File: src/rtl/assert_macros.svh
// ----------------------------------------------------------------------------
// Assertion macros
// Shared concurrent assertion helpers, clocked on clk_i and held off in reset.
// ----------------------------------------------------------------------------
`ifndef ASSERT_MACROS_SVH
`define ASSERT_MACROS_SVH

// Same-cycle implication: when the antecedent holds, the consequent holds too.
`define OWTM_ASSERT_IMP(label, ante, cons, msg) \
  label: assert property (@(posedge clk_i) disable iff (!rst_ni) (ante) |-> (cons)) \
    else $error(msg);

// Next-cycle implication: when the antecedent holds, the consequent follows.
`define OWTM_ASSERT_NXT(label, ante, cons, msg) \
  label: assert property (@(posedge clk_i) disable iff (!rst_ni) (ante) |=> (cons)) \
    else $error(msg);

`endif

File: src/rtl/owtm_pkg.sv
// ----------------------------------------------------------------------------
// owtm_pkg
// Constants, state codes, state record and sequencing helpers of the
// 1-Wire temperature master.
// ----------------------------------------------------------------------------
package owtm_pkg;

  // Timer and register widths.
  localparam int TIMER_BITS = 10;
  localparam int CFG_W      = 10;
  localparam int NUM_CFG    = 7;
  localparam int CFG_IDX_W  = 3;
  localparam int DUR_W      = ((CFG_W > TIMER_BITS) ? CFG_W : TIMER_BITS) + 1;

  // Register indexes.
  localparam logic [CFG_IDX_W-1:0] CFG_RESET_LOW     = 3'd0;
  localparam logic [CFG_IDX_W-1:0] CFG_PRESENCE_WAIT = 3'd1;
  localparam logic [CFG_IDX_W-1:0] CFG_RESET_RECOV   = 3'd2;
  localparam logic [CFG_IDX_W-1:0] CFG_SHORT_SLOT    = 3'd3;
  localparam logic [CFG_IDX_W-1:0] CFG_LONG_SLOT     = 3'd4;
  localparam logic [CFG_IDX_W-1:0] CFG_READ_SAMPLE   = 3'd5;
  localparam logic [CFG_IDX_W-1:0] CFG_READ_TAIL     = 3'd6;

  // Register reset values.
  localparam logic [CFG_W-1:0] RST_RESET_LOW     = 10'd500;
  localparam logic [CFG_W-1:0] RST_PRESENCE_WAIT = 10'd40;
  localparam logic [CFG_W-1:0] RST_RESET_RECOV   = 10'd500;
  localparam logic [CFG_W-1:0] RST_SHORT_SLOT    = 10'd2;
  localparam logic [CFG_W-1:0] RST_LONG_SLOT     = 10'd60;
  localparam logic [CFG_W-1:0] RST_READ_SAMPLE   = 10'd12;
  localparam logic [CFG_W-1:0] RST_READ_TAIL     = 10'd50;

  // Command codes.
  localparam logic [2:0] CMD_TICK    = 3'd0;
  localparam logic [2:0] CMD_RESET   = 3'd1;
  localparam logic [2:0] CMD_WRITE   = 3'd2;
  localparam logic [2:0] CMD_READ    = 3'd3;
  localparam logic [2:0] CMD_MEASURE = 3'd4;

  // Bus phases.
  localparam logic [3:0] PH_IDLE   = 4'd0;
  localparam logic [3:0] PH_RHIGH  = 4'd1;
  localparam logic [3:0] PH_RLOW   = 4'd2;
  localparam logic [3:0] PH_RWAIT  = 4'd3;
  localparam logic [3:0] PH_RRECOV = 4'd4;
  localparam logic [3:0] PH_WLOW   = 4'd5;
  localparam logic [3:0] PH_WHIGH  = 4'd6;
  localparam logic [3:0] PH_DLOW   = 4'd7;
  localparam logic [3:0] PH_DWAIT  = 4'd8;
  localparam logic [3:0] PH_DTAIL  = 4'd9;

  // Bus operations.
  localparam logic [1:0] OP_END   = 2'd0;
  localparam logic [1:0] OP_RESET = 2'd1;
  localparam logic [1:0] OP_WRITE = 2'd2;
  localparam logic [1:0] OP_READ  = 2'd3;

  // ROM and function command bytes.
  localparam logic [7:0] ROM_SKIP     = 8'hCC;
  localparam logic [7:0] FN_CONVERT   = 8'h44;
  localparam logic [7:0] FN_READ_SCR  = 8'hBE;

  // Sequencer state.
  typedef struct packed {
    logic [3:0]            phase;
    logic [TIMER_BITS-1:0] cnt;
    logic [2:0]            bidx;
    logic [7:0]            shift;
    logic [3:0]            step;
    logic [2:0]            actcmd;
    logic [15:0]           result;
    logic                  err;
  } st_t;

  // Operation of the measurement sequence at a given step.
  function automatic logic [1:0] meas_op_f(logic [3:0] step);
    logic [1:0] op;
    case (step) inside
      4'd0, 4'd3:             op = OP_RESET;
      4'd1, 4'd2, 4'd4, 4'd5: op = OP_WRITE;
      4'd6, 4'd7:             op = OP_READ;
      default:                op = OP_END;
    endcase
    return op;
  endfunction

  // Byte written by the measurement sequence at a given step.
  function automatic logic [7:0] meas_byte_f(logic [3:0] step);
    logic [7:0] b;
    case (step) inside
      4'd1, 4'd4: b = ROM_SKIP;
      4'd2:       b = FN_CONVERT;
      4'd5:       b = FN_READ_SCR;
      default:    b = 8'h00;
    endcase
    return b;
  endfunction

  // Phase length in ticks: zero counts as one, long values clamp to the timer.
  function automatic logic [DUR_W-1:0] dur_f(logic [CFG_W-1:0] v);
    logic [DUR_W-1:0] d;
    d = DUR_W'(v);
    if (d == '0) d = DUR_W'(1);
    if (d > (DUR_W'(1) << TIMER_BITS)) d = DUR_W'(1) << TIMER_BITS;
    return d;
  endfunction

  // Starts the operation at the current step, or ends the command.
  function automatic st_t launch_f(st_t s, logic [7:0] wbyte);
    st_t        r;
    logic [1:0] op;
    logic [7:0] b;
    r  = s;
    op = OP_END;
    b  = wbyte;
    unique case (s.actcmd)
      CMD_RESET:   op = (s.step == 4'd0) ? OP_RESET : OP_END;
      CMD_WRITE:   op = (s.step == 4'd0) ? OP_WRITE : OP_END;
      CMD_READ:    op = (s.step == 4'd0) ? OP_READ : OP_END;
      CMD_MEASURE: begin
        op = meas_op_f(s.step);
        b  = meas_byte_f(s.step);
      end
      default:     op = OP_END;
    endcase
    r.bidx = 3'd0;
    r.cnt  = '0;
    unique case (op)
      OP_RESET: r.phase = PH_RHIGH;
      OP_WRITE: begin
        r.shift = b;
        r.phase = PH_WLOW;
      end
      OP_READ:  begin
        r.shift = 8'h00;
        r.phase = PH_DLOW;
      end
      default:  r.phase = PH_IDLE;
    endcase
    return r;
  endfunction

endpackage

File: src/rtl/one_wire_temperature_master.sv
// ----------------------------------------------------------------------------
// one_wire_temperature_master
// Tick-driven 1-Wire bus master with reset/presence, byte write, byte read
// and a full temperature measurement sequence.
// ----------------------------------------------------------------------------
// Channel   Direction  Handshake              Word
// in        input      in_valid_i/in_ready_o  cmd, write_data, line_in (one tick)
// out       output     out_valid_o/out_ready_i line, busy, done, status, value
// cfg       input      cfg_we_i               cfg_index_i, cfg_data_i
//
// The sequencer state and the result register update together on each taken
// tick word, so a new word is taken every cycle unless the result register stalls.
// The only stall comes from the result register: a word is taken when the
// result register is empty or is being taken in the same cycle.
// Reset clears the sequencer to idle, empties the result register and loads
// the default bus timings.
// ----------------------------------------------------------------------------
module one_wire_temperature_master
  import owtm_pkg::*;
(
  input  logic                 clk_i,
  input  logic                 rst_ni,
  input  logic                 in_valid_i,
  output logic                 in_ready_o,
  input  logic [2:0]           cmd_i,
  input  logic [7:0]           write_data_i,
  input  logic                 line_in_i,
  output logic                 out_valid_o,
  input  logic                 out_ready_i,
  output logic                 line_drive_o,
  output logic                 line_level_o,
  output logic                 busy_res_o,
  output logic                 done_res_o,
  output logic                 status_o,
  output logic [15:0]          read_value_o,
  input  logic                 cfg_we_i,
  input  logic [CFG_IDX_W-1:0] cfg_index_i,
  input  logic [CFG_W-1:0]     cfg_data_i
);

`include "assert_macros.svh"

  logic [CFG_W-1:0] cfg_q [NUM_CFG];
  st_t              state_q, state_d;
  logic             out_valid_q;
  logic             line_drive_q, line_level_q, busy_q, done_q, status_q;
  logic [15:0]      value_q;

  logic             in_acc;
  logic             start;
  logic             running;
  logic             ph_end;
  logic             op_fin;
  logic             was_read;
  logic             bit_v;
  logic             drv, lvl, done_v;
  logic [3:0]       ph;
  logic [DUR_W-1:0] dsel;
  logic [DUR_W-1:0] cnt_ext;

  // Handshake: the result register parts the two sides.
  assign in_ready_o = !out_valid_q || out_ready_i;
  assign in_acc     = in_valid_i && in_ready_o;

  // Configuration registers.
  always_ff @(posedge clk_i or negedge rst_ni) begin
    if (!rst_ni) begin
      cfg_q[CFG_RESET_LOW]     <= RST_RESET_LOW;
      cfg_q[CFG_PRESENCE_WAIT] <= RST_PRESENCE_WAIT;
      cfg_q[CFG_RESET_RECOV]   <= RST_RESET_RECOV;
      cfg_q[CFG_SHORT_SLOT]    <= RST_SHORT_SLOT;
      cfg_q[CFG_LONG_SLOT]     <= RST_LONG_SLOT;
      cfg_q[CFG_READ_SAMPLE]   <= RST_READ_SAMPLE;
      cfg_q[CFG_READ_TAIL]     <= RST_READ_TAIL;
    end else if (cfg_we_i && (cfg_index_i < CFG_IDX_W'(NUM_CFG))) begin
      cfg_q[cfg_index_i] <= cfg_data_i;
    end
  end

  // Next state and line drive for one tick.
  always_comb begin
    state_d  = state_q;
    drv      = 1'b1;
    lvl      = 1'b1;
    op_fin   = 1'b0;
    was_read = 1'b0;
    dsel     = DUR_W'(1);

    // A command is only taken while idle; it starts its first phase now.
    start = (state_q.phase == PH_IDLE) && (cmd_i >= CMD_RESET) && (cmd_i <= CMD_MEASURE);
    if (start) begin
      state_d.actcmd = cmd_i;
      state_d.step   = 4'd0;
      state_d.err    = 1'b0;
      state_d.result = 16'h0000;
      state_d        = launch_f(state_d, write_data_i);
    end

    ph      = state_d.phase;
    bit_v   = state_d.shift[0];
    running = (ph != PH_IDLE) && (ph <= PH_DTAIL);

    // Line drive and length of the current phase.
    unique case (ph)
      PH_RHIGH:  dsel = dur_f(cfg_q[CFG_SHORT_SLOT]);
      PH_RLOW:   begin
        lvl  = 1'b0;
        dsel = dur_f(cfg_q[CFG_RESET_LOW]);
      end
      PH_RWAIT:  begin
        drv  = 1'b0;
        lvl  = 1'b0;
        dsel = dur_f(cfg_q[CFG_PRESENCE_WAIT]);
      end
      PH_RRECOV: begin
        drv  = 1'b0;
        lvl  = 1'b0;
        dsel = dur_f(cfg_q[CFG_RESET_RECOV]);
      end
      PH_WLOW:   begin
        lvl  = 1'b0;
        dsel = bit_v ? dur_f(cfg_q[CFG_SHORT_SLOT]) : dur_f(cfg_q[CFG_LONG_SLOT]);
      end
      PH_WHIGH:  dsel = bit_v ? dur_f(cfg_q[CFG_LONG_SLOT]) : dur_f(cfg_q[CFG_SHORT_SLOT]);
      PH_DLOW:   begin
        lvl  = 1'b0;
        dsel = dur_f(cfg_q[CFG_SHORT_SLOT]);
      end
      PH_DWAIT:  begin
        drv  = 1'b0;
        lvl  = 1'b0;
        dsel = dur_f(cfg_q[CFG_READ_SAMPLE]);
      end
      PH_DTAIL:  begin
        drv  = 1'b0;
        lvl  = 1'b0;
        dsel = dur_f(cfg_q[CFG_READ_TAIL]);
      end
      default:   state_d.phase = PH_IDLE;
    endcase

    // Phase timer: count up until the last tick of the phase.
    cnt_ext = DUR_W'(state_d.cnt) + DUR_W'(1);
    ph_end  = running && (cnt_ext >= dsel);
    if (running && !ph_end) begin
      state_d.cnt = state_d.cnt + TIMER_BITS'(1);
    end

    // Phase transitions and line samples on the last tick.
    if (ph_end) begin
      state_d.cnt = '0;
      case (ph)
        PH_RHIGH:  state_d.phase = PH_RLOW;
        PH_RLOW:   state_d.phase = PH_RWAIT;
        PH_RWAIT:  begin
          state_d.err   = line_in_i;
          state_d.phase = PH_RRECOV;
        end
        PH_RRECOV: op_fin = 1'b1;
        PH_WLOW:   state_d.phase = PH_WHIGH;
        PH_WHIGH:  begin
          state_d.shift = {1'b0, state_d.shift[7:1]};
          if (state_d.bidx == 3'd7) begin
            op_fin = 1'b1;
          end else begin
            state_d.bidx  = state_d.bidx + 3'd1;
            state_d.phase = PH_WLOW;
          end
        end
        PH_DLOW:   state_d.phase = PH_DWAIT;
        PH_DWAIT:  begin
          state_d.shift = {line_in_i, state_d.shift[7:1]};
          state_d.phase = PH_DTAIL;
        end
        PH_DTAIL:  begin
          if (state_d.bidx == 3'd7) begin
            op_fin   = 1'b1;
            was_read = 1'b1;
          end else begin
            state_d.bidx  = state_d.bidx + 3'd1;
            state_d.phase = PH_DLOW;
          end
        end
        default:   state_d.phase = PH_IDLE;
      endcase
    end

    // End of one bus operation: store a read byte, then go on or stop.
    if (op_fin) begin
      if (was_read) begin
        if ((state_d.actcmd == CMD_MEASURE) && (state_d.step == 4'd7)) begin
          state_d.result[15:8] = state_d.shift;
        end else begin
          state_d.result[7:0] = state_d.shift;
        end
      end
      if (state_d.err) begin
        state_d.phase = PH_IDLE;
        state_d.cnt   = '0;
      end else begin
        state_d.step = state_d.step + 4'd1;
        state_d      = launch_f(state_d, 8'h00);
      end
    end

    done_v = running && (state_d.phase == PH_IDLE);
  end

  // Sequencer state.
  always_ff @(posedge clk_i or negedge rst_ni) begin
    if (!rst_ni) begin
      state_q <= '0;
    end else if (in_acc) begin
      state_q <= state_d;
    end
  end

  // Result register valid flag.
  always_ff @(posedge clk_i or negedge rst_ni) begin
    if (!rst_ni) begin
      out_valid_q <= 1'b0;
    end else if (in_acc) begin
      out_valid_q <= 1'b1;
    end else if (out_ready_i) begin
      out_valid_q <= 1'b0;
    end
  end

  // Result register payload.
  always_ff @(posedge clk_i) begin
    if (in_acc) begin
      line_drive_q <= drv;
      line_level_q <= lvl;
      busy_q       <= (state_d.phase != PH_IDLE);
      done_q       <= done_v;
      status_q     <= state_d.err;
      value_q      <= state_d.result;
    end
  end

  assign out_valid_o  = out_valid_q;
  assign line_drive_o = line_drive_q;
  assign line_level_o = line_level_q;
  assign busy_res_o   = busy_q;
  assign done_res_o   = done_q;
  assign status_o     = status_q;
  assign read_value_o = value_q;

  // Assertions.
  `OWTM_ASSERT_IMP(a_done_not_busy, out_valid_o, !(busy_res_o && done_res_o), "done while busy")
  `OWTM_ASSERT_IMP(a_released_low, out_valid_o && !line_drive_o, !line_level_o, "released line with level")
  `OWTM_ASSERT_NXT(a_idle_tick, in_acc && (state_q.phase == PH_IDLE) && (cmd_i == CMD_TICK),
                   !busy_res_o && !done_res_o && line_drive_o && line_level_o, "idle tick misbehaves")

endmodule

File: config.mk
export PLATFORM = sky130hd
export DESIGN_NAME = one_wire_temperature_master
export DESIGN_NICKNAME = d
export VERILOG_FILES = /design/src/rtl/owtm_pkg.sv /design/src/rtl/one_wire_temperature_master.sv
export VERILOG_INCLUDE_DIRS = /design/src /design/src/rtl
export SDC_FILE = /design/constraint.sdc
export NUM_CORES = 1
export LEC_CHECK = 0
export ABC_AREA = 1
export BUFFER_PORTS_ARGS = -buffer_cell sky130_fd_sc_hd__buf_2
export CAP_MARGIN = 20
export CORE_ASPECT_RATIO = 2
export CORE_MARGIN = 2
export CORE_UTILIZATION = 24
export CTS_BUF_LIST = sky130_fd_sc_hd__clkbuf_4 sky130_fd_sc_hd__clkbuf_8
export CTS_CLUSTER_DIAMETER = 100
export DETAILED_ROUTE_END_ITERATION = 12
export HOLD_SLACK_MARGIN = 0.05
export PLACE_DENSITY = 0.4
export SLEW_MARGIN = 40
export SYNTH_ARGS = -nofsm -noshare
export SYNTH_HDL_FRONTEND = slang
export SYNTH_SLANG_ARGS = --single-unit
File: constraint.sdc
create_clock -name clk_i -period 10.3 [get_ports clk_i]
set_input_delay 2.06 -clock clk_i [delete_from_list [all_inputs] [get_ports clk_i]]
set_output_delay 2.06 -clock clk_i [all_outputs]
set_load 0.03 [all_outputs]
==> results of run 1 <==
## synthesized netlist by cell type (8+ instances only)
cell	n	area, um2
o22ai_1	8	50.05
o21a_1	9	67.56
nand3_1	56	280.3
dfrtp_1	96	2402
a31oi_1	8	50.05
nand4_1	10	62.56
clkbuf_1	24	90.09
inv_1	104	390.4
inv_2	8	30.03
nand2_2	12	75.07
o21ai_1	17	85.08
nor2_1	75	281.5
edfxtp_1	21	630.6
o21ai_0	120	600.6
a21oi_1	15	75.07
ha_1	17	212.7
dfstp_2	24	630.6
nand2_1	292	1096
nor4_1	12	75.07
nor3_1	8	40.04
## registers in the layout (all words and copies together) (netlist names)
name          count
cfg_q            70
state_q          49
read_value_o     16
busy_res_o        1
done_res_o        1
line_drive_o      1
line_level_o      1
out_valid_o       1
status_o          1
## routing by layer
layer | routed length (um) | track usage [%]
met3 | 745 | 2.469
met1 | 8977 | 14.32
met4 | 911 | 7.527
met5 | 0 | 0
met2 | 17090 | 35.61
## per-stage QoR
| stage | instance area (um2) | hold WS, ps |
|---|---|---|
| after global placement | 8641 | 463.0 |
| final | 9125 | 485.7 |
| after floorplan | 7974 | 447.9 |
| after CTS | 9123 | 490.6 |
| after global routing | 9125 | 505.2 |
| after detailed placement | 8673 | 466.1 |
## cell usage in the layout, fill, tap and decap left out, drive strengths merged
master / count
nand2: 308
o21ai: 139
inv: 122
dfrtp: 96
nor2: 85
nand3: 63
buf: 58
dfstp: 24
edfxtp: 21
clkbuf: 18
ha: 17
a21oi: 17
nor4: 12
nand4: 11
o21a: 9
nor3: 9
a31oi: 8
o22ai: 8
o211ai: 7
xor2: 6
a221oi: 5
a2111oi: 4
bufinv: 4
clkinv: 4
o2111ai: 3
and3: 2
o2111a: 2
a22oi: 2
o2bb2ai: 2
nand3b: 2
diode: 1
xnor2: 1
a211oi: 1
a21boi: 1
a32oi: 1
clkinvlp: 1
## cells by family after synthesis
family	share of synthesized area, %
compound gates	15.14
xor+xnor	0.7689
fa+ha+maj	2.667
buf+inv	7.751
flops	45.94
simple gates	27.73
## worst max path at each step
stage	from	endpoint	slack, ps	cells past startpoint
after floorplan	cmd_i[1]	busy_res_o	4720	31
after global placement	cmd_i[1]	busy_res_o	3260	29
after detailed placement	cmd_i[0]	busy_res_o	3260	29
after CTS	cmd_i[0]	busy_res_o	3800	29
after global routing	cmd_i[1]	done_res_o	3350	30
final	cmd_i[1]	busy_res_o	3900	29
## area by class of cell
cell class	count	area [um2]	share of cell area, %
clock inverter	14	201.4	2.208
sequential	141	3664	40.15
timing repair buffer	58	327.8	3.592
antenna	1	2.502	0.02742
clock buffer	18	247.7	2.715
tap	432	540.5	5.923
multi-input combinational	725	3697	40.52
inverter	117	444.2	4.868
## power groups by stage
stage	sequential [mW]	clock, mW	combinational (mW)
3_3_place_gp	0.814	0	1.22
5_1_grt	0.816	0.564	1.36
2_1_floorplan	0.796	0	0.862
3_5_place_dp	0.813	0	1.22
6_report	0.803	0.525	1.21
4_1_cts	0.804	0.543	1.23
## critical path: cells and delay by family
kind                       cells  cell delay (ps)
buffers and inverters          3              520
and+or+nand+nor               21             2470
adders and majority gates      1              370
AOI/OAI and AO/OA              4             1230
==> impl_metrics.py, run 1 <==
metrics = {
    "power_and_ir_drop": {
        "seqPwrFrac_pct": 31.7,
        "intPower_mw": 1.344,
        "p_switching_mw": 1.193,
        "total_power_mw": 2.536,
        "clkPwrFrac_pct": 20.7,
        "ir_drop_v": 0.0001312,
        "pwr-share-comb_pct": 47.6,
        "powerDensity_mw_per_mm2": 278.0,
        "p_sw_share_pct": 47.03,
        "leakage_nw": 4.257,
    },
    "timing": {
        "fmax_mhz": 156.1,
        "finalHoldViolCount": 0,
        "min_period_over_period_pct": 62.18,
        "finClkSkew_ps": 16.39,
        "post-route-min-period_ps": 6404,
        "setup_slack_ps": 3896,
        "setup_viol": 0,
        "tightest_slew_ps": 843.8,
        "rsz0062_at_grt": "false",
        "slew-limit-headroom_pct": 43.23,
        "finalSetupTns_ps": 0,
        "final-max-slew-violation-count": 0,
    },
    "clocking": {
        "clk_pin_slew_worst_paths_ps": 90,
        "cts_buffers": 17,
        "cts_num_sinks": 141,
        "ctsHtreeMaxLevel": 4,
        "cts-root-buf": "clkbuf_8",
        "cts_tree": "yes",
        "post_cts_buffers": 0,
        "clk_latency_ps": 490,
        "cts_hold_buf": 0,
        "cts_max_path_buffers": 2,
        "cts_resized": 0,
    },
    "synth": {
        "synthCells": 1017,
        "avgSynthCellArea_um2": 7.841,
        "syn_nets": 1064,
        "ys_warn_count": 0,
        "yosys.cell_types.count": 51,
        "synth-edff-count": 21,
        "synthFlopType": "dfrtp_1",
        "synth-seq-area-share_pct": 45.94,
        "async_flop_share_pct": 85.11,
        "synth_area_mm2": 0.007974,
        "ys_seq_elements": 141,
    },
    "placement": {
        "dp_hpwl_mm": 21.49,
        "dpl_worst_slack_ps": 3263,
        "gp_congestion": 0.9071,
        "place_inst": 1473,
        "port_buffers": 52,
    },
    "critical_path": {
        "startpoint_type": "input port",
        "r2r-end": "busy_res_o",
        "critPathKind": "in2reg",
        "cp.arrival_ps": 6650,
        "reg2reg_slack_ps": 5030,
        "worst-path-max-fanout": 20,
        "critPathRequiredTime_ps": 10540,
        "reg2reg_depth": 28,
        "cpMostUsedCell": "nand2_1",
        "crit-reg2reg-launch": "state_q[48]",
        "endpoint_kind": "flop",
        "crit_slowest_cell": "a2111oi_0",
        "cp_slowest_stage_delay_ps": 580,
    },
    "hold_path": {
        "min_from": "state_q[9]",
        "hold_class": "reg2reg",
        "holdPathEnd": "state_q[9]",
        "hold_depth": 2,
    },
    "die": {
        "num_rows": 94,
        "dieWidth_um": 132.9,
        "die_h_um": 261.8,
        "start_util_pct": 24.30,
        "dieArea_mm2": 0.03479,
        "core_area_mm2": 0.03281,
        "pin_count": 53,
    },
    "global_routing": {
        "grt_pass1_wl_mm": 41.91,
        "grt_usage_pct": 16.50,
        "antenna_found_initial": 1,
        "grt_overflow": 0,
        "grt_pass1_vias": 6921,
        "grt_max_degree": 78,
    },
    "cells_and_area": {
        "final_core_util_pct": 27.81,
        "fin_cells": 1506,
        "layout-drive-gt1-share_pct": 15.38,
        "nets": 1107,
        "syn2layout_area_growth_pct": 14.44,
        "fill_cells": 3574,
    },
    "routing": {
        "drt_iter0_markers": 474,
        "drcViolationCount": 0,
        "ant_nets": 0,
        "vias": 6972,
        "wl_mm": 27.72,
        "viasPerCell": 4.629,
        "drtPass1Iterations": 5,
        "avgRoutedWirePerCell_um": 18.41,
    },
    "run_status": {
        "status": "complete, no violations",
    },
    "run": {
        "maxCapViolCount": 0,
    },
}
Note: power is estimated with default switching activity, not from simulation.
==> inputs of run 2 (changes only) <==
--- a/config.mk
+++ b/config.mk
@@ -6,7 +6,7 @@
 export SDC_FILE = /design/constraint.sdc
 export NUM_CORES = 1
 export LEC_CHECK = 0
-export ABC_AREA = 1
+export ABC_AREA = 0
 export BUFFER_PORTS_ARGS = -buffer_cell sky130_fd_sc_hd__buf_2
 export CAP_MARGIN = 20
 export CORE_ASPECT_RATIO = 2
==> constraint.sdc (replaced) <==
create_clock -name clk_i -period 6.1 [get_ports clk_i]
set_input_delay 1.22 -clock clk_i [delete_from_list [all_inputs] [get_ports clk_i]]
set_output_delay 1.22 -clock clk_i [all_outputs]
set_load 0.03 [all_outputs]
==> impl_metrics.py, run 2 <==
metrics = {
    "power_and_ir_drop": {
        "powerDensity_mw_per_mm2": 397.7,
        "ir_drop_v": 0.0001680,
        "leakage_nw": 3.592,
    },
    "cells_and_area": {
        "antenna_cells": 0,
        "nets": 867,
        "multiInputGateArea_mm2": 0.003901,
        "largest_reg_flops": 70,
        "layout-drive-gt1-share_pct": 28.81,
        "seq_area_mm2": 0.003664,
        "fin_cells": 1260,
        "top_register": "cfg_q",
        "syn2layout_area_growth_pct": 16.96,
        "final_cell_mix": "96 x dfrtp_1, 80 x nand2_1, 70 x mux2_2, 65 x o21ai_0, 51 x buf_2",
        "fill_cells": 3406,
        "layout_commonest_cell": "dfrtp_1",
        "stdcell_area_mm2": 0.009077,
    },
    "global_routing": {
        "grt_max_degree": 51,
        "grt_pass1_wl_mm": 39.43,
        "grt_pass1_vias": 6550,
        "antenna_found_initial": 0,
        "grt_overflow": 0,
        "grt_usage_pct": 15.78,
    },
    "clocking": {
        "cts-root-buf": "clkbuf_8",
        "ctsHtreeMaxLevel": 4,
        "cts_max_path_buffers": 2,
        "clk_latency_ps": 500,
        "cts_resized": 0,
        "clk_pin_slew_worst_paths_ps": 80,
        "post_cts_buffers": 0,
        "cts_tree": "yes",
        "cts_buffers": 17,
        "cts_num_sinks": 141,
        "cts_hold_buf": 0,
    },
    "timing": {
        "finClkSkew_ps": 12.55,
        "finalHoldViolCount": 0,
        "min_period_over_period_pct": 86.50,
        "post-route-min-period_ps": 5276,
        "setup_viol": 0,
        "slew-limit-headroom_pct": 46.22,
        "setup_slack_ps": 823.6,
        "rsz0062_at_grt": "false",
        "tightest_slew_ps": 801.3,
        "fmax_mhz": 189.5,
        "timing.hold.ws_ps": 491.5,
        "final-max-slew-violation-count": 0,
        "finalSetupTns_ps": 0,
    },
    "synth": {
        "synth_area_mm2": 0.007761,
        "yosysMostFrequentCell": "dfrtp_1",
        "netlist.top_cell.by_area": "dfrtp_1",
        "synth_common_cells": "96 x dfrtp_1, 80 x nand2_1, 70 x mux2_2",
        "yosys.area.top_type_share_pct": 30.95,
        "yosys.cell_types.count": 79,
        "async_flop_share_pct": 85.11,
        "synthCells": 757,
        "ys_warn_count": 0,
        "synthTopCellsByArea": "dfrtp_1 31%, mux2_2 10%, dfstp_2 8.1%",
        "synthFlopType": "dfrtp_1",
        "avgSynthCellArea_um2": 10.25,
        "synth-edff-count": 21,
        "ys_seq_elements": 141,
        "synth-seq-area-share_pct": 47.20,
        "syn_nets": 804,
    },
    "routing": {
        "wl_mm": 26.10,
        "drt_iter0_markers": 275,
        "vias": 6253,
        "routed.top_layer": "met4",
        "drtPass1Iterations": 7,
        "met2RoutedLength_mm": 15.82,
        "avgRoutedWirePerCell_um": 20.72,
        "drcViolationCount": 0,
        "ant_nets": 0,
        "viasPerCell": 4.963,
        "wl_met3_um": 588,
        "met1_length_mm": 8.384,
    },
    "die": {
        "num_rows": 93,
        "core_area_mm2": 0.03200,
        "pin_count": 53,
        "dieWidth_um": 131.2,
        "dieArea_mm2": 0.03388,
        "start_util_pct": 24.25,
        "die_h_um": 258.3,
    },
    "placement": {
        "gp_congestion": 0.7881,
        "placement.cell_area_mm2": 0.008651,
        "dp_hpwl_mm": 20.17,
        "place_inst": 1228,
        "port_buffers": 52,
        "dpl_worst_slack_ps": 340.5,
    },
    "critical_path": {
        "cp.arrival_ps": 5500,
        "worst-path-max-fanout": 15,
        "startpoint_type": "input port",
        "critPathRequiredTime_ps": 6320,
        "cp-startpoint": "cmd_i[1]",
        "critPathKind": "in2reg",
        "crit-reg2reg-launch": "state_q[46]",
        "endpoint_kind": "flop",
    },
    "hold_path": {
        "hold_class": "reg2reg",
        "min_from": "state_q[14]",
    },
    "run_status": {
        "status": "complete, no violations",
    },
    "run": {
        "maxCapViolCount": 0,
    },
}
run 2: cell count changes in the layout (fill, tap and decap cells not counted), moves of 11 or more:
cell	delta
nand2b_1	+12
inv_1	-96
o2bb2ai_1	+15
nor2_1	-39
a22oi_1	+15
o21ai_0	-55
buf_4	+31
nand2_1	-212
nand2_2	-11
nand3_1	-20
mux2_2	+70
a21oi_1	+14
o21ai_1	-15
run 2: final timing paths:
check	to	slack, ps	depth (start not counted)
max	read_value_o[6]	820	15
min	state_q[14]	490	1
min in group asynchronous	cfg_q[41]	680	1
min reg2reg	state_q[14]	490	1
max in group asynchronous	state_q[43]	4360	2
max reg2reg	read_value_o[6]	1000	18
run 2: cell type report:
type,count,share of cell area [%]
clock buffers,22,3.198
well taps,427,5.886
repair buffers,86,5.706
multi-input cells,565,42.98
flip-flops and latches,141,40.36
inverters,9,0.3722
clock inverters,10,1.502
run 2: where the power goes:
group          leakage [nW]  switching (mW)  total, mW  internal, mW
combinational          1.71           0.900       1.46         0.561
sequential             1.67           0.152       1.32          1.17
clock                 0.212           0.386      0.831         0.444
run 2: metrics by stage:
stage | power [mW] | utilization (%)
finish | 3.610 | 28.37
global route | 3.842 | 28.37
floorplan | 2.236 | -
CTS | 3.663 | 28.37
detailed placement | 2.812 | 27.03
global placement | 2.810 | 27.03
run 2: critical path, cell delays in order:
cell and delay (ps):
buf_2 240, or4b_2 620, a21oi_1 230, o211a_2 280, nand2_1 70, o21ai_1 430
a221oi_1 220, ha_1 340, and3_1 170, nand3_1 70, o21ai_0 290, a31o_2 380
nand2_4 140, o21ai_0 610, o21ai_0 180
run 2: cells by family after synthesis:
family                     synth area share [%]
DFF                                       47.20
and+or+nand+nor                           17.31
adders and majority gates                 2.741
xor gates and xnor gates                  1.016
buffers and inverters                     2.692
AOI/OAI and AO/OA                         18.49
muxes                                     10.54
run 2: layer usage:
metal	vias to the layer above	track usage, %
met5	-	0
li1	2967	-
met4	0	9.269
met2	133	33.20
met1	3103	13.53
met3	50	2.445
